$ cat config.mk
export PLATFORM = sky130hd
export DESIGN_NAME = fmd_back
export DESIGN_NICKNAME = d
export VERILOG_FILES = /design/src/rtl/fmd_pkg.sv /design/src/rtl/fmd_back.sv
export SDC_FILE = /design/constraint.sdc
export NUM_CORES = 2
export LEC_CHECK = 0
export BUFFER_PORTS_ARGS = -buffer_cell sky130_fd_sc_hd__buf_2
export CORE_ASPECT_RATIO = 0.6
export CORE_MARGIN = 8
export CORE_UTILIZATION = 55
export CTS_BUF_LIST = sky130_fd_sc_hd__clkbuf_8
export DETAILED_ROUTE_END_ITERATION = 10
export PLACE_DENSITY = 0.71
export RECOVER_POWER = 50
export SETUP_SLACK_MARGIN = 0.05
export SKIP_LAST_GASP = 1
export SLEW_MARGIN = 0
export SYNTH_ARGS = -nofsm -noshare
export SYNTH_HDL_FRONTEND = slang
export SYNTH_SLANG_ARGS = --single-unit
$ cat constraint.sdc
create_clock -name aclk -period 43.7 [get_ports aclk]
set_clock_uncertainty 0.15 [all_clocks]
set_input_delay 8.74 -clock aclk [delete_from_list [all_inputs] [get_ports aclk]]
set_output_delay 8.74 -clock aclk [all_outputs]
set_load 0.03 [all_outputs]
$ cat src/rtl/fmd_pkg.sv
// ----------------------------------------------------------------------------
// fmd_pkg
// Shared constants and types for the frame difference motion detector.
// ----------------------------------------------------------------------------
`default_nettype none

package fmd_pkg;

    // pixel and register widths
    localparam int PIX_W = 8;
    localparam int CFG_W = 8;
    localparam int CFG_INDEX_W = 1;

    // stream payload widths
    localparam int S_TDATA_W = 4 * PIX_W;
    localparam int M_TDATA_W = 24;

    // frame counters saturate at all ones
    localparam int COUNT_W = 23;
    localparam logic [COUNT_W-1:0] COUNT_MAX = {COUNT_W{1'b1}};

    // line buffer depth default
    localparam int DEFAULT_MAX_WIDTH = 2048;

    // register indexes
    localparam logic [CFG_INDEX_W-1:0] REG_MAX_DEVIATION = 1'b0;
    localparam logic [CFG_INDEX_W-1:0] REG_DIFF_THRESHOLD = 1'b1;

    // register reset values
    localparam logic [CFG_W-1:0] MAX_DEVIATION_RESET = 8'd50;
    localparam logic [CFG_W-1:0] DIFF_THRESHOLD_RESET = 8'd35;

    // rgb to gray weights, fixed point with 14 fraction bits
    localparam int GRAY_SUM_W = 23;
    localparam int GRAY_SHIFT = 14;
    localparam logic [GRAY_SUM_W-1:0] COEF_R = 23'd4899;
    localparam logic [GRAY_SUM_W-1:0] COEF_G = 23'd9617;
    localparam logic [GRAY_SUM_W-1:0] COEF_B = 23'd1868;
    localparam logic [GRAY_SUM_W-1:0] GRAY_ROUND = 23'd8192;

    // summary queue depth
    localparam int QUEUE_DEPTH = 2;

    // per-frame summary handed from the pixel front to the decision back
    typedef struct packed {
        logic [COUNT_W-1:0] kept;
        logic [COUNT_W-1:0] total;
    } frame_sum_t;

endpackage

`default_nettype wire

$ cat src/rtl/fmd_back.sv
// ----------------------------------------------------------------------------
// fmd_back
// Decision back: per-frame deviation test 65025*n*(N-n) > dev^2*N^2 and
// the registered result item.
// ----------------------------------------------------------------------------
`default_nettype none

module fmd_back (
    input  wire logic                          aclk,
    input  wire logic                          aresetn,
    input  wire logic [fmd_pkg::CFG_W-1:0]     max_deviation,
    input  wire logic                          sum_valid,
    output logic                               sum_ready,
    input  wire fmd_pkg::frame_sum_t           sum_data,
    output logic                               m_tvalid,
    input  wire logic                          m_tready,
    output logic [fmd_pkg::M_TDATA_W-1:0]      m_tdata
);

    localparam int CW     = fmd_pkg::COUNT_W;
    localparam int DW     = fmd_pkg::CFG_W;
    localparam int PROD_W = 2 * CW;
    localparam int DN_W   = DW + CW;
    localparam int CMP_W  = 2 * DN_W;

    typedef enum logic [3:0] {
        ST_IDLE  = 4'b0001,
        ST_MUL   = 4'b0010,
        ST_SCALE = 4'b0100,
        ST_DONE  = 4'b1000
    } back_state_t;

    back_state_t       state_reg, state_next;
    logic [CW-1:0]     n_reg;
    logic [CW-1:0]     tot_reg;
    logic [CW-1:0]     rest_reg;
    logic [DW-1:0]     dev_reg;
    logic [PROD_W-1:0] prod_reg;
    logic [DN_W-1:0]   dev_tot_reg;
    logic [CMP_W-1:0]  lhs_reg;
    logic [CMP_W-1:0]  rhs_reg;
    logic              m_valid_reg, m_valid_next;
    logic              motion_reg;
    logic [CW-1:0]     count_reg;
    logic              out_free;
    logic              load_out;
    logic [CMP_W-1:0]  prod_ext;

    assign out_free  = !m_valid_reg || m_tready;
    assign sum_ready = (state_reg == ST_IDLE);
    assign load_out  = (state_reg == ST_DONE) && out_free;
    assign prod_ext  = CMP_W'(prod_reg);

    // sequencer
    always_comb begin
        state_next = state_reg;
        unique case (state_reg)
            ST_IDLE:  if (sum_valid) state_next = ST_MUL;
            ST_MUL:   state_next = ST_SCALE;
            ST_SCALE: state_next = ST_DONE;
            ST_DONE:  if (out_free) state_next = ST_IDLE;
            default:  state_next = ST_IDLE;
        endcase
    end

    // output valid: set on load, cleared when taken
    always_comb begin
        m_valid_next = m_valid_reg;
        if (load_out) begin
            m_valid_next = 1'b1;
        end else if (m_tready) begin
            m_valid_next = 1'b0;
        end
    end

    always_ff @(posedge aclk) begin
        if (!aresetn) begin
            state_reg   <= ST_IDLE;
            m_valid_reg <= 1'b0;
        end else begin
            state_reg   <= state_next;
            m_valid_reg <= m_valid_next;
        end
    end

    // operand capture
    always_ff @(posedge aclk) begin
        if (sum_ready && sum_valid) begin
            n_reg    <= sum_data.kept;
            tot_reg  <= sum_data.total;
            rest_reg <= sum_data.total - sum_data.kept;
            dev_reg  <= max_deviation;
        end
    end

    // first products: n*(N-n) and dev*N
    always_ff @(posedge aclk) begin
        if (state_reg == ST_MUL) begin
            prod_reg    <= PROD_W'(n_reg) * PROD_W'(rest_reg);
            dev_tot_reg <= DN_W'(dev_reg) * DN_W'(tot_reg);
        end
    end

    // 65025 = 2^16 - 2^9 + 1, and the square of dev*N
    always_ff @(posedge aclk) begin
        if (state_reg == ST_SCALE) begin
            lhs_reg <= (prod_ext << 16) - (prod_ext << 9) + prod_ext;
            rhs_reg <= CMP_W'(dev_tot_reg) * CMP_W'(dev_tot_reg);
        end
    end

    // result register
    always_ff @(posedge aclk) begin
        if (load_out) begin
            motion_reg <= (lhs_reg > rhs_reg);
            count_reg  <= n_reg;
        end
    end

    assign m_tvalid = m_valid_reg;
    assign m_tdata  = {count_reg, motion_reg};

endmodule

`default_nettype wire

==> results.txt <==
crit path kind -> in -> reg
commonest non-fill, non-tap cell in the layout -> inv_1
critical path required time -> 44.00 ns
final setup vio count -> 0
ranking of synthesized cells by area -> fa_1, edfxtp_1, ha_1, inv_1, nand2_1
# rows -> 98
synthesized flop and latch total -> 306
Hold Crit Depth -> 0
largest net degree at the start of global routing -> 68
reg2reg end -> prod_reg[43]
Layout area overhead -> 4.63%
Cell Count, Final, Fillers Out -> 8516
Tcrit/Tclk final -> 26.3%
worst-path cell chain -> buf_2, inv_1, ha_1, fa_1, nor2b_1, o21ai_0, a21boi_0, o21ai_1, a211oi_1, nor4b_1, o31ai_1, a211o_1, a21oi_1, xnor2_1
total grt overflow -> 0
clock latency on the worst-skew pair -> 0.69 ns
worst reg-to-reg setup slack -> 34.33 ns
DR pass1 iterations -> 6
Main synth FF type -> edfxtp_1
Clock Path Buffers -> 3
Final Critical Period -> 11.51 ns
Critical Path Sink Type -> flip-flop
number of H-tree levels -> 2
path type of the worst min-delay path -> reg -> reg
f_max -> 0.0869 GHz
die width -> 464 µm
Worst-path clk slew -> 0.07 ns
CTS buffer count -> 51
Vias -> 46.5k
antenna-violating nets left -> 0
crit start category -> primary input
Netlist cell types -> 75
first-pass GRT wire length -> 274000 µm
outcome -> complete, but fails checks
Max Cap Viol -> 20
asr flop ratio synth -> 0%
Post-synth EDFFs -> 301
Pins Over Slew Limit -> 618
average wire per standard cell -> 19.6 µm
cell taking the most area after synthesis -> fa_1
Slew @ Worst Pin -> 3.74 ns
worst-path maximum fanout -> 3
CP endpoint -> rest_reg[22]
Hold-fix buffers, CTS -> 0
Syn Inst Count -> 6903
initial core utilization -> 55.5%
sequential area share after synthesis -> 13.8%
final hold violations -> 0
Largest register FFs -> 62
failing checks -> max-capacitance violations, max-slew violations
Buffers on Ports -> 83
Max-Slew Margin vs Limit -> -149%
final wirelength -> 167000 µm
RSZ-0062 raised after global routing -> false
DPL Wire Length -> 135000 µm
cts repair resizes -> 0
nets@finish -> 8924
ratio of cells with drive above 1 in the final layout -> 3.44%
setup TNS -> 0 ns
Reg-to-Reg Start -> n_reg[13]
Post-Syn Area -> 66100 µm²
most frequent cells in the layout -> inv_1, fa_1, nand2_1, ha_1, and2_1
post-DR vias/cell -> 5.46
Worst Setup SP -> sum_data[0]
CTS Sinks -> 306
Cells after DPL -> 8419
Worst EP arrival -> 11.80 ns
CTS tree -> built
Die H -> 285 µm
Placeable Area -> 119000 µm²
Post-CTS Setup Inserts -> 0
initial antenna violation count -> 4
GP Congestion -> 0.941
Net Count, Synth -> 8955
crit path max-delay cell type -> ha_1
initial drt markers -> 3714
die area -> 132000 µm²
R2R depth -> 22
number of synthesis warnings -> 0
DR DRC count -> 0
number of I/O pins -> 84
overall routing resource usage -> 25.9%
number of global-route vias before repair -> 50.1k
syn_area_per_cell -> 9.58 µm²
Clock Tree Root -> clkbuf_8
Largest stage delay, worst path -> 0.44 ns
top cell type's share of synthesized area -> 40.7%
critical path: cells and delay by family:
family / cells / cell delay (ns)
AOI/OAI and AO/OA: 7 / 1.65
xor gates and xnor gates: 1 / 0.08
adders and majority gates: 2 / 0.76
buffers and inverters: 2 / 0.15
and+or+nand+nor: 2 / 0.40
worst min path at each step:
stage	start	end	slack [ns]
final	n_reg[2]	count_reg[2]	0.33
after global routing	n_reg[2]	count_reg[2]	0.33
after CTS	n_reg[2]	count_reg[2]	0.33
after detailed placement	n_reg[2]	count_reg[2]	0.31
after global placement	n_reg[2]	count_reg[2]	0.32
after floorplan	prod_reg[0]	lhs_reg[0]	0.28
cells by family (layout without fill, tap and decap cells):
logic type | count (synthesis) | count (layout) | share of synthesized area, %
AO/OA/AOI/OAI | 703 | 703 | 6.84
AND/OR/NAND/NOR | 1710 | 1710 | 12.3
other | 0 | 5 | 0
adder cells (fa/ha/maj) | 1994 | 1994 | 53.0
buffers and inverters | 1975 | 1983 | 11.2
XOR/XNOR | 209 | 209 | 2.77
flip-flops | 306 | 306 | 13.8
multiplexers | 6 | 6 | 0.0965
layer usage:
layer	global-route usage (%)	vias to the layer above	routed length (µm)
met3	7.93	211	18900
met5	0.480	-	96
met2	37.0	2013	68900
met1	39.3	23300	76500
met4	4.56	4	2780
li1	-	21000	-
metrics by stage:
step	worst slack (ns)	utilization (%)	hold slack (ns)	area, µm²
6_report	32.19	58.1	0.331	69200
2_1_floorplan	29.58	-	0.276	66100
4_1_cts	32.23	58.1	0.331	69300
3_5_place_dp	31.49	57.3	0.315	68200
3_3_place_gp	31.44	57.3	0.318	68200
5_1_grt	32.04	58.0	0.328	69200
final cells by class:
| class | count | area (µm²) |
|---|---|---|
| diodes | 5 | 12.5 |
| clock buffers | 51 | 702 |
| clock inverters | 41 | 339 |
| fillers | 10400 | 50000 |
| inverters | 1726 | 6480 |
| multi-input cells | 4622 | 49600 |
| flip-flops and latches | 306 | 9140 |
| well taps | 1600 | 2000 |
| repair buffers | 165 | 952 |
Yosys cell counts (4+ instances only):
library cell	instances
nand4_1	44
o2111ai_1	6
o31a_1	4
xnor2_1	132
a211oi_1	19
fa_1	1343
o31ai_1	11
nor4_1	10
nand3_1	45
clkbuf_1	246
nor2_1	160
and4_1	6
nand2_1	858
or2_2	9
a31oi_1	20
a41oi_1	5
a21boi_0	4
nand2b_1	19
or3_1	12
o22ai_1	6
nor3_1	26
a21boi_1	5
a21oi_1	233
and3_1	37
o21bai_1	33
o211ai_1	22
dfxtp_1	5
or4_1	5
o221ai_1	4
nor2b_1	36
ha_1	651
inv_1	1726
nand3b_1	4
a21o_1	137
o21ai_0	94
nor4b_1	7
o21ai_1	23
edfxtp_1	301
and2_1	424
o21a_1	20
xor2_1	77
a211o_1	6
a221oi_1	7
a31o_2	9
Power is left out: the tool's default activity adds up to more than one toggle a clock period on the data nets, which glitch-free logic cannot reach.
