### src/rtl/fmd_pkg.sv
// ----------------------------------------------------------------------------
// fmd_pkg
// Shared constants and types for the frame difference motion detector.
// ----------------------------------------------------------------------------
`default_nettype none

package fmd_pkg;

    // pixel and register widths
    localparam int PIX_W = 8;
    localparam int CFG_W = 8;
    localparam int CFG_INDEX_W = 1;

    // stream payload widths
    localparam int S_TDATA_W = 4 * PIX_W;
    localparam int M_TDATA_W = 24;

    // frame counters saturate at all ones
    localparam int COUNT_W = 23;
    localparam logic [COUNT_W-1:0] COUNT_MAX = {COUNT_W{1'b1}};

    // line buffer depth default
    localparam int DEFAULT_MAX_WIDTH = 2048;

    // register indexes
    localparam logic [CFG_INDEX_W-1:0] REG_MAX_DEVIATION = 1'b0;
    localparam logic [CFG_INDEX_W-1:0] REG_DIFF_THRESHOLD = 1'b1;

    // register reset values
    localparam logic [CFG_W-1:0] MAX_DEVIATION_RESET = 8'd50;
    localparam logic [CFG_W-1:0] DIFF_THRESHOLD_RESET = 8'd35;

    // rgb to gray weights, fixed point with 14 fraction bits
    localparam int GRAY_SUM_W = 23;
    localparam int GRAY_SHIFT = 14;
    localparam logic [GRAY_SUM_W-1:0] COEF_R = 23'd4899;
    localparam logic [GRAY_SUM_W-1:0] COEF_G = 23'd9617;
    localparam logic [GRAY_SUM_W-1:0] COEF_B = 23'd1868;
    localparam logic [GRAY_SUM_W-1:0] GRAY_ROUND = 23'd8192;

    // summary queue depth
    localparam int QUEUE_DEPTH = 2;

    // per-frame summary handed from the pixel front to the decision back
    typedef struct packed {
        logic [COUNT_W-1:0] kept;
        logic [COUNT_W-1:0] total;
    } frame_sum_t;

endpackage

`default_nettype wire

### src/rtl/fmd_ram.sv
// ----------------------------------------------------------------------------
// fmd_ram
// Generic single-port-write, single-port-read RAM with registered read data.
// ----------------------------------------------------------------------------
`default_nettype none

module fmd_ram #(
    parameter int WIDTH = 1,
    parameter int DEPTH = 2048
) (
    input  wire logic                     aclk,
    input  wire logic                     wr_en,
    input  wire logic [$clog2(DEPTH)-1:0] wr_addr,
    input  wire logic [WIDTH-1:0]         wr_data,
    input  wire logic                     rd_en,
    input  wire logic [$clog2(DEPTH)-1:0] rd_addr,
    output logic      [WIDTH-1:0]         rd_data
);

    logic [WIDTH-1:0] mem_reg [DEPTH];

    // write port
    always_ff @(posedge aclk) begin
        if (wr_en) begin
            mem_reg[wr_addr] <= wr_data;
        end
    end

    // registered read, old data on a same-address write
    always_ff @(posedge aclk) begin
        if (rd_en) begin
            rd_data <= mem_reg[rd_addr];
        end
    end

endmodule

`default_nettype wire

### src/rtl/fmd_front.sv
// ----------------------------------------------------------------------------
// fmd_front
// Pixel front: gray conversion, change marking, 2x2 erosion over a line
// buffer, and per-frame kept/total counting.
// ----------------------------------------------------------------------------
`default_nettype none

module fmd_front #(
    parameter int MAX_WIDTH = fmd_pkg::DEFAULT_MAX_WIDTH
) (
    input  wire logic                           aclk,
    input  wire logic                           aresetn,
    input  wire logic [fmd_pkg::CFG_W-1:0]      diff_threshold,
    input  wire logic                           s_tvalid,
    output logic                                s_tready,
    input  wire logic [fmd_pkg::S_TDATA_W-1:0]  s_tdata,
    input  wire logic                           s_tuser,
    input  wire logic                           s_tlast,
    output logic                                sum_valid,
    input  wire logic                           sum_ready,
    output fmd_pkg::frame_sum_t                 sum_data
);

    localparam int COL_W = $clog2(MAX_WIDTH);
    localparam logic [COL_W-1:0] COL_LAST = COL_W'(MAX_WIDTH - 1);
    localparam int PW = fmd_pkg::PIX_W;
    localparam int CW = fmd_pkg::COUNT_W;

    function automatic logic [CW-1:0] sat_inc(input logic [CW-1:0] v);
        return (v == fmd_pkg::COUNT_MAX) ? v : v + 1'b1;
    endfunction

    // input fields
    logic [PW-1:0] in_prev;
    logic [PW-1:0] in_red;
    logic [PW-1:0] in_green;
    logic [PW-1:0] in_blue;
    logic [fmd_pkg::GRAY_SUM_W-1:0] gray_sum;

    // position state
    logic [COL_W-1:0] col_reg, col_next;
    logic             first_row_reg, first_row_next;

    // second stage
    logic             s1_valid_reg, s1_valid_next;
    logic [PW-1:0]    s1_gray_reg;
    logic [PW-1:0]    s1_prev_reg;
    logic [COL_W-1:0] s1_col_reg;
    logic             s1_at_left_reg;
    logic             s1_top_reg;
    logic             s1_row_end_reg;
    logic             s1_frame_end_reg;
    logic             byp_hit_reg;
    logic             byp_mark_reg;

    // erosion and counting state
    logic             left_reg, left_next;
    logic             upper_left_reg, upper_left_next;
    logic [CW-1:0]    kept_reg, kept_next;
    logic [CW-1:0]    total_reg, total_next;

    logic             accept;
    logic             s1_fire;
    logic             ram_q;
    logic             up_raw;
    logic [PW-1:0]    diff;
    logic             mark;
    logic             keep;
    logic [CW-1:0]    kept_inc;
    logic [CW-1:0]    total_inc;

    assign in_prev  = s_tdata[0*PW +: PW];
    assign in_red   = s_tdata[1*PW +: PW];
    assign in_green = s_tdata[2*PW +: PW];
    assign in_blue  = s_tdata[3*PW +: PW];

    // handshake: stage 1 only holds on a frame end with the queue full
    assign s1_fire  = s1_valid_reg && (!s1_frame_end_reg || sum_ready);
    assign s_tready = !s1_valid_reg || s1_fire;
    assign accept   = s_tvalid && s_tready;

    // gray conversion on the incoming item
    assign gray_sum = fmd_pkg::COEF_R * fmd_pkg::GRAY_SUM_W'(in_red)
                    + fmd_pkg::COEF_G * fmd_pkg::GRAY_SUM_W'(in_green)
                    + fmd_pkg::COEF_B * fmd_pkg::GRAY_SUM_W'(in_blue)
                    + fmd_pkg::GRAY_ROUND;

    // column and row tracking at accept time
    always_comb begin
        col_next       = col_reg;
        first_row_next = first_row_reg;
        if (accept) begin
            if (s_tlast) begin
                col_next       = '0;
                first_row_next = 1'b1;
            end else if (s_tuser) begin
                col_next       = '0;
                first_row_next = 1'b0;
            end else if (col_reg != COL_LAST) begin
                col_next = col_reg + 1'b1;
            end
        end
    end

    // line buffer of raw marks from the row above
    fmd_ram #(
        .WIDTH (1),
        .DEPTH (MAX_WIDTH)
    ) u_line_buf (
        .aclk    (aclk),
        .wr_en   (s1_fire),
        .wr_addr (s1_col_reg),
        .wr_data (mark),
        .rd_en   (accept),
        .rd_addr (col_reg),
        .rd_data (ram_q)
    );

    // mark and erosion window
    always_comb begin
        diff   = (s1_gray_reg > s1_prev_reg) ? s1_gray_reg - s1_prev_reg
                                             : s1_prev_reg - s1_gray_reg;
        mark   = diff > diff_threshold;
        up_raw = byp_hit_reg ? byp_mark_reg : ram_q;
        keep   = mark
              && (s1_at_left_reg || left_reg)
              && (s1_top_reg || up_raw)
              && (s1_at_left_reg || s1_top_reg || upper_left_reg);
    end

    // counters and neighbor marks
    always_comb begin
        total_inc       = sat_inc(total_reg);
        kept_inc        = keep ? sat_inc(kept_reg) : kept_reg;
        kept_next       = kept_reg;
        total_next      = total_reg;
        left_next       = left_reg;
        upper_left_next = upper_left_reg;
        if (s1_fire) begin
            if (s1_frame_end_reg) begin
                kept_next       = '0;
                total_next      = '0;
                left_next       = 1'b0;
                upper_left_next = 1'b0;
            end else begin
                kept_next  = kept_inc;
                total_next = total_inc;
                if (s1_row_end_reg) begin
                    left_next       = 1'b0;
                    upper_left_next = 1'b0;
                end else begin
                    left_next       = mark;
                    upper_left_next = up_raw;
                end
            end
        end
    end

    assign s1_valid_next = accept ? 1'b1 : (s1_fire ? 1'b0 : s1_valid_reg);

    // summary push on frame end
    assign sum_valid      = s1_valid_reg && s1_frame_end_reg;
    assign sum_data.kept  = kept_inc;
    assign sum_data.total = total_inc;

    // control registers
    always_ff @(posedge aclk) begin
        if (!aresetn) begin
            col_reg        <= '0;
            first_row_reg  <= 1'b1;
            s1_valid_reg   <= 1'b0;
            left_reg       <= 1'b0;
            upper_left_reg <= 1'b0;
            kept_reg       <= '0;
            total_reg      <= '0;
        end else begin
            col_reg        <= col_next;
            first_row_reg  <= first_row_next;
            s1_valid_reg   <= s1_valid_next;
            left_reg       <= left_next;
            upper_left_reg <= upper_left_next;
            kept_reg       <= kept_next;
            total_reg      <= total_next;
        end
    end

    // stage 1 payload, with bypass of the mark written in the same cycle
    always_ff @(posedge aclk) begin
        if (accept) begin
            s1_gray_reg      <= gray_sum[fmd_pkg::GRAY_SHIFT +: PW];
            s1_prev_reg      <= in_prev;
            s1_col_reg       <= col_reg;
            s1_at_left_reg   <= (col_reg == '0);
            s1_top_reg       <= first_row_reg;
            s1_row_end_reg   <= s_tuser;
            s1_frame_end_reg <= s_tlast;
            byp_hit_reg      <= s1_fire && (s1_col_reg == col_reg);
            byp_mark_reg     <= mark;
        end
    end

endmodule

`default_nettype wire

### config.mk
export PLATFORM = sky130hd
export DESIGN_NAME = fmd_front
export DESIGN_NICKNAME = d
export VERILOG_FILES = /design/src/rtl/fmd_pkg.sv /design/src/rtl/fmd_ram.sv /design/src/rtl/fmd_front.sv
export SDC_FILE = /design/constraint.sdc
export NUM_CORES = 2
export LEC_CHECK = 0
export ABC_AREA = 1
export ABC_CLOCK_PERIOD_IN_PS = 54600
export BUFFER_PORTS_ARGS = -buffer_cell sky130_fd_sc_hd__buf_2
export CORE_MARGIN = 2
export CORE_UTILIZATION = 35
export CTS_CLUSTER_SIZE = 25
export DETAILED_ROUTE_END_ITERATION = 10
export SYNTH_ARGS = -nofsm -noshare
export SYNTH_HDL_FRONTEND = slang
export SYNTH_SLANG_ARGS = --single-unit
### constraint.sdc
create_clock -name aclk -period 54.6 [get_ports aclk]
set_input_delay 2.73 -clock aclk [delete_from_list [all_inputs] [get_ports aclk]]
set_output_delay 2.73 -clock aclk [all_outputs]
set_load 0.05 [all_outputs]
==> results.ini <==
[logic_synthesis]
synthesis.area_per_instance_um2=9.04
synth-seq-area-share_pct=60.7
syn_nets=11900
syn_area_mm2=0.105
yosys_warnings=0
synthCells=11600
ys_types=43
ys_ff_latch=2143

[timing]
hold_violations=0
finalCritPeriodShare_pct=16.3
relSlewSlack_pct=13.1
timing.setup.tns_ns=0
worst_pin_slew_ns=1.30
setup_violations=0
max_freq_ghz=0.112
drv_slew=0
timing.final.crit_period_ns=8.89
rsz0062_at_grt=false
clock_skew_ns=0.0881

[worst_setup_path]
crit_type=reg2out
endpoint_kind=output pin
cp-start-kind=flip-flop
worstPathRequired_ns=51.87
critPathMaxFanout=11
arrival_ns=6.16

[global_routing]
grt_antenna_before_repair=10
grt_remaining_overflow=0
grt_pass1_vias=72200
grt_max_degree=168
grt_pass1_wl_mm=466
grtUsageTotal_pct=20.2

[route]
ant_nets=0
via_count=77900
drtIter0Drc=8424
drc=0
firstDrtPassIters=6
vias_per_cell=5.06
routedWlPerCell_um=20.4
routed_wl_mm=314

[cts]
htree_levels=4
hold_buffers=0
postCtsSetupBuffers=0
clock-sinks=2143
cts_buffers=222
clk_path_buf_depth=4
clkSlewWorstSetupHoldPaths_ns=0.06
insertion_delay_ns=0.91
cts_tree=done
root_buffer=clkbuf_16
cts_resized=0

[finish]
fin_area_mm2=0.115
final_layout_size_suffix_gt1_share_pct=5.24
largest_reg_flops=2048
syn2layout_area_growth_pct=9.56
nets=11600
final_common_cell=nor2_1
final_cell_mix=3,370 x nor2_1, 2,901 x nand2_1, 2,082 x edfxtp_1

[run]
cap_violations=0

[power]
irDropWorstVdd_mv=0.0804
p_per_area_mw_per_mm2=52.1
p_leak_uw=0.0424

[die]
fp.dieH_um=552
core_area_mm2=0.299
die_x_um=552
std_cell_rows=201
io_pins=94
initial_core_util_pct=35.1
die_area_mm2=0.304

[placed_design]
port_buffers=93
gp_congestion=0.835
post-dp-hpwl_mm=158
place_area_mm2=0.108

[outcome]
status=finished clean

[worst_hold_path]
hold_path.class=reg2reg

per-stage QoR:
stage | setup slack [ns] | power, uW | util (%) | cells | hold slack, ns
after global routing | 45.10 | 6290 | 38.5 | 15400 | 0.456
after global placement | 44.80 | 4590 | 36.2 | 15000 | 0.417
after detailed placement | 44.82 | 4590 | 36.2 | 15000 | 0.422
after floorplan | 24.39 | 4480 | - | 11600 | 0.403
final | 45.71 | 5990 | 38.5 | 15400 | 0.435
after CTS | 45.64 | 6020 | 38.5 | 15400 | 0.438
worst paths after layout:
check	to	slack (ns)	depth (start not counted)	start
max	sum_data[32]	45.71	25	s1_gray_reg[0]$_DFFE_PP_
max reg2reg	u_line_buf.mem_reg[1022]$_DFFE_PP_	46.20	26	s1_gray_reg[0]$_DFFE_PP_
min reg2reg	s1_top_reg$_DFFE_PP_	0.43	0	first_row_reg$_SDFFE_PN1P_
min	s1_top_reg$_DFFE_PP_	0.43	0	first_row_reg$_SDFFE_PN1P_
synthesized netlist by cell type, drive strengths merged:
master / number / area, um^2
nor2: 3378 / 12700
nand2: 2935 / 11000
edfxtp: 2082 / 62500
o21ai: 778 / 3890
inv: 735 / 2760
clkbuf: 480 / 1800
buf: 339 / 1860
nand3: 227 / 1140
ha: 170 / 2130
a21oi: 124 / 621
fa: 89 / 1780
dfxtp: 61 / 1220
xor2: 50 / 438
nor3: 45 / 225
nand4: 35 / 219
xnor2: 22 / 193
o22ai: 15 / 93.8
nor4: 8 / 65.1
o21bai: 6 / 45.0
mux2: 5 / 56.3
o211ai: 4 / 30.0
or2: 4 / 25.0
o21a: 3 / 22.5
a211oi: 2 / 15.0
a31oi: 2 / 12.5
clkinv: 2 / 7.51
mux2i: 2 / 20.0
o31ai: 2 / 15.0
a2111oi: 1 / 8.76
a21o: 1 / 7.51
nand3b: 1 / 7.51
o2111ai: 1 / 8.76
o311ai: 1 / 8.76
or4: 1 / 7.51
area by class of cell:
class	instances	area, um^2
Fill cell	29900	184000
Timing Repair Buffer	234	1660
Inverter	737	2800
Multi-Input combinational cell	7912	35200
Sequential cell	2143	63700
Tap cell	3958	4950
Antenna cell	4	10.0
Clock inverter	111	838
Clock buffer	286	5820
per-layer routing:
| layer | vias to the layer above | wire length (um) | global-route usage [%] | part of all wire, % |
|---|---|---|---|---|
| met3 | 543 | 23200 | 2.56 | 7.4 |
| li1 | 36500 | - | - | - |
| met1 | 38100 | 131000 | 27.1 | 42 |
| met5 | - | 27 | 0 | 0.0086 |
| met4 | 4 | 10300 | 6.37 | 3.3 |
| met2 | 2774 | 149000 | 34.0 | 48 |
logic make-up (layout without fill, tap and decap cells):
logic type | after synthesis | count (layout) | share of synthesized area, %
multiplexers | 7 | 7 | 0.0727
adder cells (fa/ha/maj) | 259 | 259 | 3.72
AO/OA/AOI/OAI | 940 | 940 | 4.56
XOR/XNOR | 72 | 72 | 0.601
buffers and inverters | 1556 | 1368 | 6.13
flip-flops | 2143 | 2143 | 60.7
AND/OR/NAND/NOR | 6634 | 6634 | 24.2
other | 0 | 4 | 0
power by group:
part | leakage, uW | switching (uW) | internal, uW
Combinational | 0.0198 | 1320 | 311
Sequential | 0.0193 | 6.32 | 2910
Clock | 0.00324 | 644 | 795
Total | 0.0424 | 1970 | 4020
worst max-delay path, cell delays in order, from the launching register on:
cell	delay (ns)
edfxtp_1	0.40
inv_1	0.08
ha_1	0.15
inv_1	0.05
fa_1	0.39
nand3_1	0.10
nand2_1	0.08
nand2_1	0.07
o311ai_0	0.12
nand2_1	0.28
mux2_2	0.37
o21ai_0	0.10
xnor2_1	0.14
inv_1	0.06
ha_1	0.28
nand2_1	0.05
nor2_1	0.12
nand2_1	0.07
o211ai_1	0.08
nand2_1	0.07
buf_4	0.21
nor2_1	0.86
nand2_2	0.33
nor3_1	0.27
xor2_1	0.21
buf_2	0.29
Note: power is estimated with default switching activity, not from simulation.
