===== src/rtl/fmd_pkg.sv =====
// ----------------------------------------------------------------------------
// fmd_pkg
// Shared constants and types for the frame difference motion detector.
// ----------------------------------------------------------------------------
`default_nettype none

package fmd_pkg;

    // pixel and register widths
    localparam int PIX_W = 8;
    localparam int CFG_W = 8;
    localparam int CFG_INDEX_W = 1;

    // stream payload widths
    localparam int S_TDATA_W = 4 * PIX_W;
    localparam int M_TDATA_W = 24;

    // frame counters saturate at all ones
    localparam int COUNT_W = 23;
    localparam logic [COUNT_W-1:0] COUNT_MAX = {COUNT_W{1'b1}};

    // line buffer depth default
    localparam int DEFAULT_MAX_WIDTH = 2048;

    // register indexes
    localparam logic [CFG_INDEX_W-1:0] REG_MAX_DEVIATION = 1'b0;
    localparam logic [CFG_INDEX_W-1:0] REG_DIFF_THRESHOLD = 1'b1;

    // register reset values
    localparam logic [CFG_W-1:0] MAX_DEVIATION_RESET = 8'd50;
    localparam logic [CFG_W-1:0] DIFF_THRESHOLD_RESET = 8'd35;

    // rgb to gray weights, fixed point with 14 fraction bits
    localparam int GRAY_SUM_W = 23;
    localparam int GRAY_SHIFT = 14;
    localparam logic [GRAY_SUM_W-1:0] COEF_R = 23'd4899;
    localparam logic [GRAY_SUM_W-1:0] COEF_G = 23'd9617;
    localparam logic [GRAY_SUM_W-1:0] COEF_B = 23'd1868;
    localparam logic [GRAY_SUM_W-1:0] GRAY_ROUND = 23'd8192;

    // summary queue depth
    localparam int QUEUE_DEPTH = 2;

    // per-frame summary handed from the pixel front to the decision back
    typedef struct packed {
        logic [COUNT_W-1:0] kept;
        logic [COUNT_W-1:0] total;
    } frame_sum_t;

endpackage

`default_nettype wire


===== src/rtl/fmd_queue.sv =====
// ----------------------------------------------------------------------------
// fmd_queue
// Short queue of frame summaries between the pixel front and decision back.
// ----------------------------------------------------------------------------
`default_nettype none

module fmd_queue (
    input  wire logic                aclk,
    input  wire logic                aresetn,
    input  wire logic                push_valid,
    output logic                     push_ready,
    input  wire fmd_pkg::frame_sum_t push_data,
    output logic                     pop_valid,
    input  wire logic                pop_ready,
    output fmd_pkg::frame_sum_t      pop_data
);

    localparam int DEPTH = fmd_pkg::QUEUE_DEPTH;
    localparam int PTR_W = $clog2(DEPTH);
    localparam int CNT_W = $clog2(DEPTH + 1);
    localparam logic [PTR_W-1:0] PTR_LAST = PTR_W'(DEPTH - 1);
    localparam logic [CNT_W-1:0] CNT_FULL = CNT_W'(DEPTH);

    fmd_pkg::frame_sum_t slot_reg [DEPTH];
    logic [PTR_W-1:0] wr_ptr_reg, wr_ptr_next;
    logic [PTR_W-1:0] rd_ptr_reg, rd_ptr_next;
    logic [CNT_W-1:0] cnt_reg, cnt_next;
    logic             do_push;
    logic             do_pop;

    assign push_ready = (cnt_reg != CNT_FULL);
    assign pop_valid  = (cnt_reg != '0);
    assign pop_data   = slot_reg[rd_ptr_reg];
    assign do_push    = push_valid && push_ready;
    assign do_pop     = pop_valid && pop_ready;

    // pointer and fill update
    always_comb begin
        wr_ptr_next = wr_ptr_reg;
        rd_ptr_next = rd_ptr_reg;
        cnt_next    = cnt_reg;
        if (do_push) begin
            wr_ptr_next = (wr_ptr_reg == PTR_LAST) ? '0 : wr_ptr_reg + 1'b1;
        end
        if (do_pop) begin
            rd_ptr_next = (rd_ptr_reg == PTR_LAST) ? '0 : rd_ptr_reg + 1'b1;
        end
        if (do_push && !do_pop) begin
            cnt_next = cnt_reg + 1'b1;
        end else if (do_pop && !do_push) begin
            cnt_next = cnt_reg - 1'b1;
        end
    end

    always_ff @(posedge aclk) begin
        if (!aresetn) begin
            wr_ptr_reg <= '0;
            rd_ptr_reg <= '0;
            cnt_reg    <= '0;
        end else begin
            wr_ptr_reg <= wr_ptr_next;
            rd_ptr_reg <= rd_ptr_next;
            cnt_reg    <= cnt_next;
        end
    end

    // slot storage
    always_ff @(posedge aclk) begin
        if (do_push) begin
            slot_reg[wr_ptr_reg] <= push_data;
        end
    end

endmodule

`default_nettype wire


===== config.mk =====
export PLATFORM = sky130hd
export DESIGN_NAME = fmd_queue
export DESIGN_NICKNAME = d
export VERILOG_FILES = /design/src/rtl/fmd_pkg.sv /design/src/rtl/fmd_queue.sv
export SDC_FILE = /design/constraint.sdc
export NUM_CORES = 1
export LEC_CHECK = 0
export ABC_AREA = 1
export BUFFER_PORTS_ARGS = -buffer_cell sky130_fd_sc_hd__buf_2
export CORE_MARGIN = 3
export CORE_UTILIZATION = 56
export DETAILED_ROUTE_END_ITERATION = 16
export PLACE_DENSITY = 0.84
export SLEW_MARGIN = 20
export SYNTH_ARGS = -nofsm -noshare
export SYNTH_HDL_FRONTEND = slang
export SYNTH_SLANG_ARGS = --single-unit

===== constraint.sdc =====
create_clock -name aclk -period 9.8 [get_ports aclk]
set_input_delay 1.96 -clock aclk [delete_from_list [all_inputs] [get_ports aclk]]
set_output_delay 1.96 -clock aclk [all_outputs]
set_load 0.03 [all_outputs]

==> impl_metrics.json, run 1 <==
{
  "status": "complete, no violations",
  "required_ns": 7.84,
  "pre_cts_slack_ns": 5.91,
  "synth_nets": 231,
  "dp_hpwl_um": 4210,
  "largest_reg_flops": 92,
  "drc": 0,
  "synth_top_area_cell": "edfxtp_1",
  "path_class": "flip-flop to output pin",
  "clockPowerShare": 0.206,
  "finalNetCount": 337,
  "grt_use_total": 0.160,
  "synthDistinctLibCells": 15,
  "switching_share": 0.327,
  "drt_first_pass_iters": 4,
  "clkSinkCount": 97,
  "maxSlewHeadroom": 0.486,
  "vias": 1870,
  "synth_top_cells_by_area": "edfxtp_1, mux2_4, dfxtp_1",
  "finalCriticalPeriod_ns": 4.23,
  "yosysTopAreaCellShare": 0.734,
  "final-hold-violation-count": 0,
  "grt_overflow": 0,
  "yosysWarnings": 0,
  "yosys-top-cells-count": "edfxtp_1, mux2_4, nand2_1",
  "cp_max_fo": 24,
  "finalCritPeriodShare": 0.432,
  "ys_ff_latch": 97,
  "final_core_utilization": 0.697,
  "finalSetupTns_ns": 0,
  "initial_utilization": 0.586,
  "critPathMaxStageDelay_ns": 0.84,
  "cts_resized": 0,
  "rsz0062_at_grt": "no",
  "initialDrtViolationCount": 78,
  "cts-htree-levels": 3,
  "portBuffers": 97,
  "holdBufCountCts": 0,
  "p_leak_nw": 1.78,
  "setup_ws_ns": 5.57,
  "die_y_um": 88.0,
  "p_per_area_nw_per_um2": 260,
  "antenna_found_initial": 0,
  "area_delta_synth_final_pct": 19.0,
  "yosysSeqAreaShare": 0.761,
  "endpoint_kind": "output pin",
  "worstRegToRegCells": 5,
  "yosysMostFrequentCell": "edfxtp_1",
  "layout-drive-gt1-share": 0.559,
  "worstHoldPathCells": 2,
  "grt_pass1_vias": 1977,
  "total_power_mw": 1.16,
  "synth_ff_type": "edfxtp_1",
  "critPathLaunchType": "flip-flop",
  "root_buffer": "clkbuf_8",
  "diodes": 0,
  "core-area_um2": 6420,
  "power_frac_comb": 0.317,
  "clk_pin_slew_ns": 0.08,
  "via_per_inst": 5.10,
  "avgSynthCellArea_um2": 20.9,
  "routabilityCongestion": 0.694,
  "vdd_drop_max_mv": 0.167,
  "synth_edf_count": 92,
  "drv_cap": 0,
  "cts_buffers": 9,
  "skew_ns": 0.00462,
  "grt_pass1_wl_um": 9180,
  "fill_cells": 432,
  "switchingPower_uw": 381,
  "synth_cells": 180,
  "worstMarginPinSlew_ns": 0.772,
  "synth-async-reset-ratio": 0,
  "timing.fmax_mhz": 236,
  "pwr-share-seq": 0.477,
  "clk_latency_ns": 0.33,
  "netlist_area_um2": 3760,
  "clk_path_buf_depth": 2,
  "crit_arrival_ns": 2.27,
  "hold_path.class": "flip-flop to flip-flop",
  "drv_slew": 0,
  "setup_violations": 0,
  "cpMaxStageDelayCell": "dfxtp_2",
  "cts_tree": "done",
  "p_int_uw": 783,
  "ant_nets": 0,
  "grt_max_degree": 25,
  "ios": 98,
  "holdWs_ns": 0.524,
  "avgRoutedWirePerCell_um": 16.4,
  "die-area_um2": 7740,
  "die_w_um": 88.0,
  "rows": 29,
  "cts_setup_buffers": 0,
  "path_cells": "buf_4, mux2_2, buf_2",
  "routed_wl_um": 6020
}
-- logic make-up after synthesis --
kind of cell	count (synthesis)	share of synthesized area
adders and majority gates	1	0.00333
AOI/OAI and AO/OA	4	0.00599
DFF	97	0.761
muxes	46	0.178
and+or+nand+nor	19	0.0200
buffers and inverters	13	0.0323
-- metrics by stage --
stage | area [um2] | instances
2_1_floorplan | 3760 | 180
3_3_place_gp | 4290 | 352
3_5_place_dp | 4290 | 352
4_1_cts | 4480 | 367
5_1_grt | 4480 | 367
6_report | 4480 | 367
-- layer usage --
metal / part of all wire / up-vias / track usage
met4: 0.0055 / 0 / 0.0502
li1: - / 889 / -
met3: 0.063 / 4 / 0.0546
met5: 0 / - / 0
met2: 0.53 / 69 / 0.286
met1: 0.40 / 908 / 0.182
-- layout by cell type, fill, tap and decap left out, types with 2 or more instances in the layout --
cell type	synthesis	layout
o21ai_0	2	2
buf_2	0	97
mux2_2	6	6
mux2_4	40	40
inv_1	8	8
buf_4	0	3
nor2_1	8	6
edfxtp_1	92	92
nor2_4	0	2
clkinvlp_4	0	3
dfxtp_1	5	4
clkinv_1	0	2
nand2_1	9	9
clkbuf_8	0	9
-- worst max-delay path, delay by kind of cell, from the launching register on --
family / cells / cell delay, ns
buffers and inverters: 2 / 0.69
muxes: 1 / 0.39
DFF: 1 / 0.84
-- final cells by class --
| type | instances | area (um2) | area share |
|---|---|---|---|
| Clock buffer | 9 | 124 | 0.0277 |
| Timing Repair Buffer | 100 | 508 | 0.114 |
| Sequential cell | 97 | 2860 | 0.640 |
| Multi-Input combinational cell | 70 | 793 | 0.177 |
| Clock inverter | 6 | 60.1 | 0.0134 |
| Tap cell | 77 | 96.3 | 0.0215 |
| Inverter | 8 | 30.0 | 0.00671 |
-- power groups by stage --
| stage | registers (mW) | logic [mW] | clock network [mW] |
|---|---|---|---|
| after floorplan | 0.549 | 0.313 | 0 |
| after global placement | 0.561 | 0.368 | 0 |
| after detailed placement | 0.566 | 0.374 | 0 |
| after CTS | 0.556 | 0.375 | 0.245 |
| after global routing | 0.562 | 0.395 | 0.265 |
| final | 0.555 | 0.369 | 0.240 |
-- final timing paths --
| check | slack [ns] | endpoint | start |
|---|---|---|---|
| worst min register to register | 0.52 | flip-flop | rd_ptr_reg$_SDFFE_PN0P_ |
| worst max-delay path | 5.57 | pop_data[25] | flip-flop |
| worst max register to register | 7.74 | slot_reg[1][1]$_DFFE_PP_ | cnt_reg[0]$_SDFFE_PN0P_ |
| worst min-delay path | 0.52 | flip-flop | rd_ptr_reg$_SDFFE_PN0P_ |
(Power assumes the default switching activity.)
==> inputs of run 2 (changes only) <==
- CORE_UTILIZATION: 56 -> 52
- PLACE_DENSITY: 0.84 -> 0.79
- clock period: 9.8 -> 4.35 ns (I/O delays scaled with it)
==> impl_metrics.json, run 2 (synthesized netlist as in run 1, its figures left out) <==
{
  "status": "complete, no violations",
  "die_w_um": 91.1,
  "initialDrtViolationCount": 107,
  "via_per_inst": 4.88,
  "cts_setup_buffers": 0,
  "endpoint_kind": "output pin",
  "grt_pass1_vias": 1926,
  "skew_ns": 0.00891,
  "initial_utilization": 0.545,
  "ant_nets": 0,
  "drt_first_pass_iters": 5,
  "worstRegToRegCells": 5,
  "post-place-cells": 371,
  "path_cells": "buf_4, mux2_2, buf_2",
  "path_class": "flip-flop to output pin",
  "holdWs_ns": 0.539,
  "r2r_end": "slot_reg[1][31]$_DFFE_PP_",
  "holdBufCountCts": 0,
  "cts-htree-levels": 3,
  "cpMaxStageDelayCell": "buf_4",
  "rsz0062_at_grt": "no",
  "grt_use_total": 0.157,
  "area_delta_synth_final_pct": 19.7,
  "cp_max_fo": 46,
  "hold_path.class": "flip-flop to flip-flop",
  "clk_latency_ns": 0.34,
  "grt_max_degree": 47,
  "rows": 30,
  "p_leak_nw": 1.79,
  "die_y_um": 91.1,
  "root_buffer": "clkbuf_8",
  "crit_arrival_ns": 1.93,
  "p_per_area_nw_per_um2": 586,
  "reg2reg_slack_ns": 2.34,
  "finalNetCount": 337,
  "core-area_um2": 6910,
  "fin_cells": 387,
  "vias": 1890,
  "antenna_found_initial": 0,
  "grt_overflow": 0,
  "grt_pass1_wl_um": 9950,
  "drv_slew": 0,
  "cts_buffers": 9,
  "final_common_cell": "buf_2",
  "largest_reg_flops": 92,
  "final-hold-violation-count": 0,
  "clk_path_buf_depth": 2,
  "required_ns": 3.48,
  "maxSlewHeadroom": 0.459,
  "die-area_um2": 8290,
  "finalSetupTns_ns": 0,
  "critPathMaxStageDelay_ns": 0.61,
  "worstMarginPinSlew_ns": 0.811,
  "drc": 0,
  "routed_wl_um": 6380,
  "layout-drive-gt1-share": 0.557,
  "vdd_drop_max_mv": 0.390,
  "finalCritPeriodShare": 0.644,
  "clk_pin_slew_ns": 0.08,
  "avgRoutedWirePerCell_um": 16.5,
  "cts_resized": 0,
  "cts_tree": "done",
  "total_power_mw": 2.64,
  "ios": 98,
  "clkSinkCount": 97,
  "setup.worst_path.end": "pop_data[32]",
  "finalCriticalPeriod_ns": 2.80,
  "routabilityCongestion": 0.695,
  "dp_hpwl_um": 4330,
  "setup_violations": 0,
  "diodes": 0,
  "portBuffers": 97,
  "most-common-layout-cells": "buf_2, edfxtp_1, mux2_4, nand2_1, clkbuf_8",
  "r2r_start": "cnt_reg[0]$_SDFFE_PN0P_",
  "drv_cap": 0,
  "critPathLaunchType": "flip-flop",
  "timing.fmax_mhz": 357
}
[run 2: cell count changes in the layout (fill, tap and decap cells not counted), sizes merged]
cell / before / now
clkbuf: 9 / 11
clkinvlp: 3 / 1
inv: 8 / 9
[run 2: power by group]
group | internal (mW) | leakage, nW | switching [mW]
Clock | 0.266 | 0.0914 | 0.285
Sequential | 1.18 | 0.900 | 0.0390
Combinational | 0.327 | 0.796 | 0.542
[run 2: worst min-delay path by stage]
stage                            start                      end  slack [ns]  cells after the start
6_report       rd_ptr_reg$_SDFFE_PN0P_  rd_ptr_reg$_SDFFE_PN0P_        0.54                      2
5_1_grt        wr_ptr_reg$_SDFFE_PN0P_  wr_ptr_reg$_SDFFE_PN0P_        0.57                      2
4_1_cts        rd_ptr_reg$_SDFFE_PN0P_  rd_ptr_reg$_SDFFE_PN0P_        0.54                      2
3_5_place_dp   rd_ptr_reg$_SDFFE_PN0P_                flip-flop        0.51                      2
3_3_place_gp   rd_ptr_reg$_SDFFE_PN0P_  rd_ptr_reg$_SDFFE_PN0P_        0.48                      2
2_1_floorplan  rd_ptr_reg$_SDFFE_PN0P_                flip-flop        0.47                      2
[run 2: layout make-up]
class / instances / area, um2
Sequential cell: 97 / 2860
Fill cell: 504 / 2400
Multi-Input combinational cell: 70 / 793
Timing Repair Buffer: 100 / 508
Clock buffer: 11 / 131
Tap cell: 96 / 120
Clock inverter: 5 / 55.1
Inverter: 8 / 30.0
[run 2: metal layers]
layer | vias to the layer above | wire, um | global-route usage
met2 | 75 | 3000 | 0.234
met3 | 11 | 487 | 0.0580
met5 | - | 0 | 0
met4 | 0 | 121 | 0.0628
met1 | 913 | 2780 | 0.209
li1 | 891 | - | -
[run 2: metrics by stage]
stage / area (um2) / setup WS [ns] / utilization
global placement: 4320 / 1.91 / 0.625
global route: 4500 / 1.47 / 0.652
detailed placement: 4320 / 1.86 / 0.625
CTS: 4500 / 1.53 / 0.652
floorplan: 3760 / 0.993 / -
finish: 4500 / 1.55 / 0.652
[run 2: worst max-delay path, delay by kind of cell, from the launching register on]
family                 cells  cell delay [ns]
buffers and inverters      2             0.79
muxes                      1             0.42
DFF                        1             0.33
==> inputs of run 3 (changes only) <==
- ABC_AREA: 1 -> 0
- CORE_UTILIZATION: 52 -> 51
- PLACE_DENSITY: 0.79 -> 0.78
- clock period: 4.35 -> 2.87 ns (I/O delays scaled with it)
==> impl_metrics.json, run 3 <==
{
  "pre_cts_slack_ns": 0.892,
  "antenna_found_initial": 0,
  "p_per_area_nw_per_um2": 936,
  "avgRoutedWirePerCell_um": 16.3,
  "switchingPower_mw": 1.32,
  "rsz0062_at_grt": "no",
  "finalNetCount": 325,
  "finalCriticalPeriod_ns": 2.34,
  "yosysMostFrequentCell": "edfxtp_1",
  "setup.worst_path.end": "pop_data[44]",
  "critPathLaunchType": "flip-flop",
  "p_leak_nw": 1.66,
  "drv_slew": 0,
  "rows": 29,
  "maxSlewHeadroom": 0.632,
  "setup_ws_ns": 0.525,
  "avgSynthCellArea_um2": 21.3,
  "ant_nets": 0,
  "synth_ff_type": "edfxtp_1",
  "grt_overflow": 0,
  "worstRegToRegCells": 3,
  "switching_share": 0.317,
  "synth_nets": 218,
  "die_w_um": 89.5,
  "yosysWarnings": 0,
  "multi_input_area_um2": 658,
  "most-common-layout-cells": "buf_2, edfxtp_1, mux2_2, clkbuf_8",
  "pwr-share-seq": 0.448,
  "synth_edf_count": 92,
  "die_y_um": 89.5,
  "largest_reg_flops": 92,
  "root_buffer": "clkbuf_8",
  "routabilityCongestion": 0.672,
  "clkSinkCount": 97,
  "final-seq-area_um2": 2860,
  "vias": 1843,
  "final-hold-violation-count": 0,
  "setup_violations": 0,
  "synthDistinctLibCells": 20,
  "diodes": 0,
  "path_buf_inv": 2,
  "final_common_cell": "buf_2",
  "layout-drive-gt1-share": 0.599,
  "r2r_start": "cnt_reg[0]$_SDFFE_PN0P_",
  "timing.fmax_mhz": 426,
  "endpoint_kind": "output pin",
  "path_class": "flip-flop to output pin",
  "core-area_um2": 6570,
  "synth_cells": 167,
  "required_ns": 2.30,
  "skew_ns": 0.00995,
  "die-area_um2": 8020,
  "portBuffers": 97,
  "clk_latency_ns": 0.35,
  "synth_top_area_cell": "edfxtp_1",
  "cts_tree": "done",
  "hold_path.class": "input port to flip-flop",
  "initial_utilization": 0.542,
  "fin_cells": 372,
  "area_delta_synth_final_pct": 24.5,
  "critPathMaxStageDelay_ns": 0.63,
  "clk_path_buf_depth": 2,
  "grt_pass1_wl_um": 8850,
  "post-place-cells": 356,
  "clockPowerShare": 0.245,
  "ios": 98,
  "via_per_inst": 4.95,
  "reg2reg_slack_ns": 1.15,
  "grt_pass1_vias": 1873,
  "finalSetupTns_ns": 0,
  "yosysTopAreaCellShare": 0.776,
  "critPathTopFamily": "flip-flops",
  "yosysSeqAreaShare": 0.805,
  "clk_pin_slew_ns": 0.09,
  "ys_ff_latch": 97,
  "drc": 0,
  "cts_setup_buffers": 0,
  "grt_use_total": 0.154,
  "drv_cap": 0,
  "routed_wl_um": 6060,
  "dp_hpwl_um": 4050,
  "cts_buffers": 9,
  "crit_arrival_ns": 1.77,
  "power_frac_comb": 0.307,
  "synth-async-reset-ratio": 0,
  "holdBufCountCts": 0,
  "netlist_area_um2": 3560,
  "p_int_mw": 2.83,
  "synth_top_cells_by_area": "edfxtp_1, mux2_2, dfxtp_1",
  "worstMarginPinSlew_ns": 0.551,
  "cts_resized": 0,
  "grt_max_degree": 26,
  "path_cells": "buf_12, mux2_2, buf_2",
  "r2r_end": "slot_reg[1][15]$_DFFE_PP_",
  "yosys-top-cells-count": "edfxtp_1, mux2_2, dfxtp_1",
  "cp_max_fo": 21,
  "cp.depth": 3,
  "holdWs_ns": 0.409,
  "drt_first_pass_iters": 6,
  "vdd_drop_max_mv": 0.559,
  "cpMaxStageDelayCell": "dfxtp_2",
  "status": "complete, no violations",
  "finalCritPeriodShare": 0.817,
  "initialDrtViolationCount": 114,
  "fill_cells": 468,
  "cts-htree-levels": 3
}
run 3: cell count changes in the layout (fill, tap and decap cells not counted), sizes merged, moves of 2 or more:
cell | before | now
xnor2 | 0 | 2
and2 | 0 | 4
bufinv | 1 | 3
inv | 9 | 1
nand2 | 9 | 0
nor2 | 8 | 0
a21boi | 0 | 2
run 3: cell type report:
class                   instances  area share
multi-input cells              64       0.149
inverters                       1    0.000847
repair buffers                101       0.125
flip-flops and latches         97       0.647
clock inverters                 6      0.0240
well taps                      93      0.0263
clock buffers                  10      0.0288
run 3: through the flow:
step	utilization	area, um2	power (mW)
finish	0.674	4430	4.14
global route	0.674	4430	4.33
CTS	0.674	4430	4.19
detailed placement	0.639	4200	3.18
global placement	0.639	4200	3.16
floorplan	-	3560	2.82
run 3: cell families after synthesis:
family / count (synthesis) / synth area share
xor+xnor: 3 / 0.00739
simple gates: 9 / 0.0183
flops: 97 / 0.805
compound gates: 5 / 0.00984
mux: 46 / 0.146
fa+ha+maj: 1 / 0.00352
buf+inv: 6 / 0.0109
run 3: worst register-to-register path: stages, from the launching register on:
cell      delay, ns
dfxtp_1        0.42
nand2b_4       0.18
and3_2         0.55
buf_12         0.27
run 3: worst min-delay path by stage:
stage | cells after the start | end | from
after floorplan | 2 | cnt_reg[1]$_SDFFE_PN0P_ | cnt_reg[1]$_SDFFE_PN0P_
after global placement | 2 | cnt_reg[1]$_SDFFE_PN0P_ | cnt_reg[1]$_SDFFE_PN0P_
after detailed placement | 2 | cnt_reg[1]$_SDFFE_PN0P_ | cnt_reg[1]$_SDFFE_PN0P_
after CTS | 1 | slot_reg[1][24]$_DFFE_PP_ | push_data[24]
after global routing | 1 | slot_reg[1][24]$_DFFE_PP_ | push_data[24]
final | 1 | slot_reg[1][21]$_DFFE_PP_ | push_data[21]
run 3: routing by layer:
metal	up-vias	GRT usage	routed length, um
met5	-	0	0
met4	0	0.0609	76
met3	7	0.0442	298
met2	53	0.275	3260
met1	917	0.175	2420
li1	866	-	-
run 3: power by group through the flow:
| stage | Combinational [mW] | Clock [mW] | Sequential, mW |
|---|---|---|---|
| floorplan | 0.972 | 0 | 1.84 |
| global placement | 1.28 | 0 | 1.88 |
| detailed placement | 1.29 | 0 | 1.89 |
| CTS | 1.29 | 1.03 | 1.86 |
| global route | 1.35 | 1.10 | 1.88 |
| finish | 1.27 | 1.02 | 1.86 |
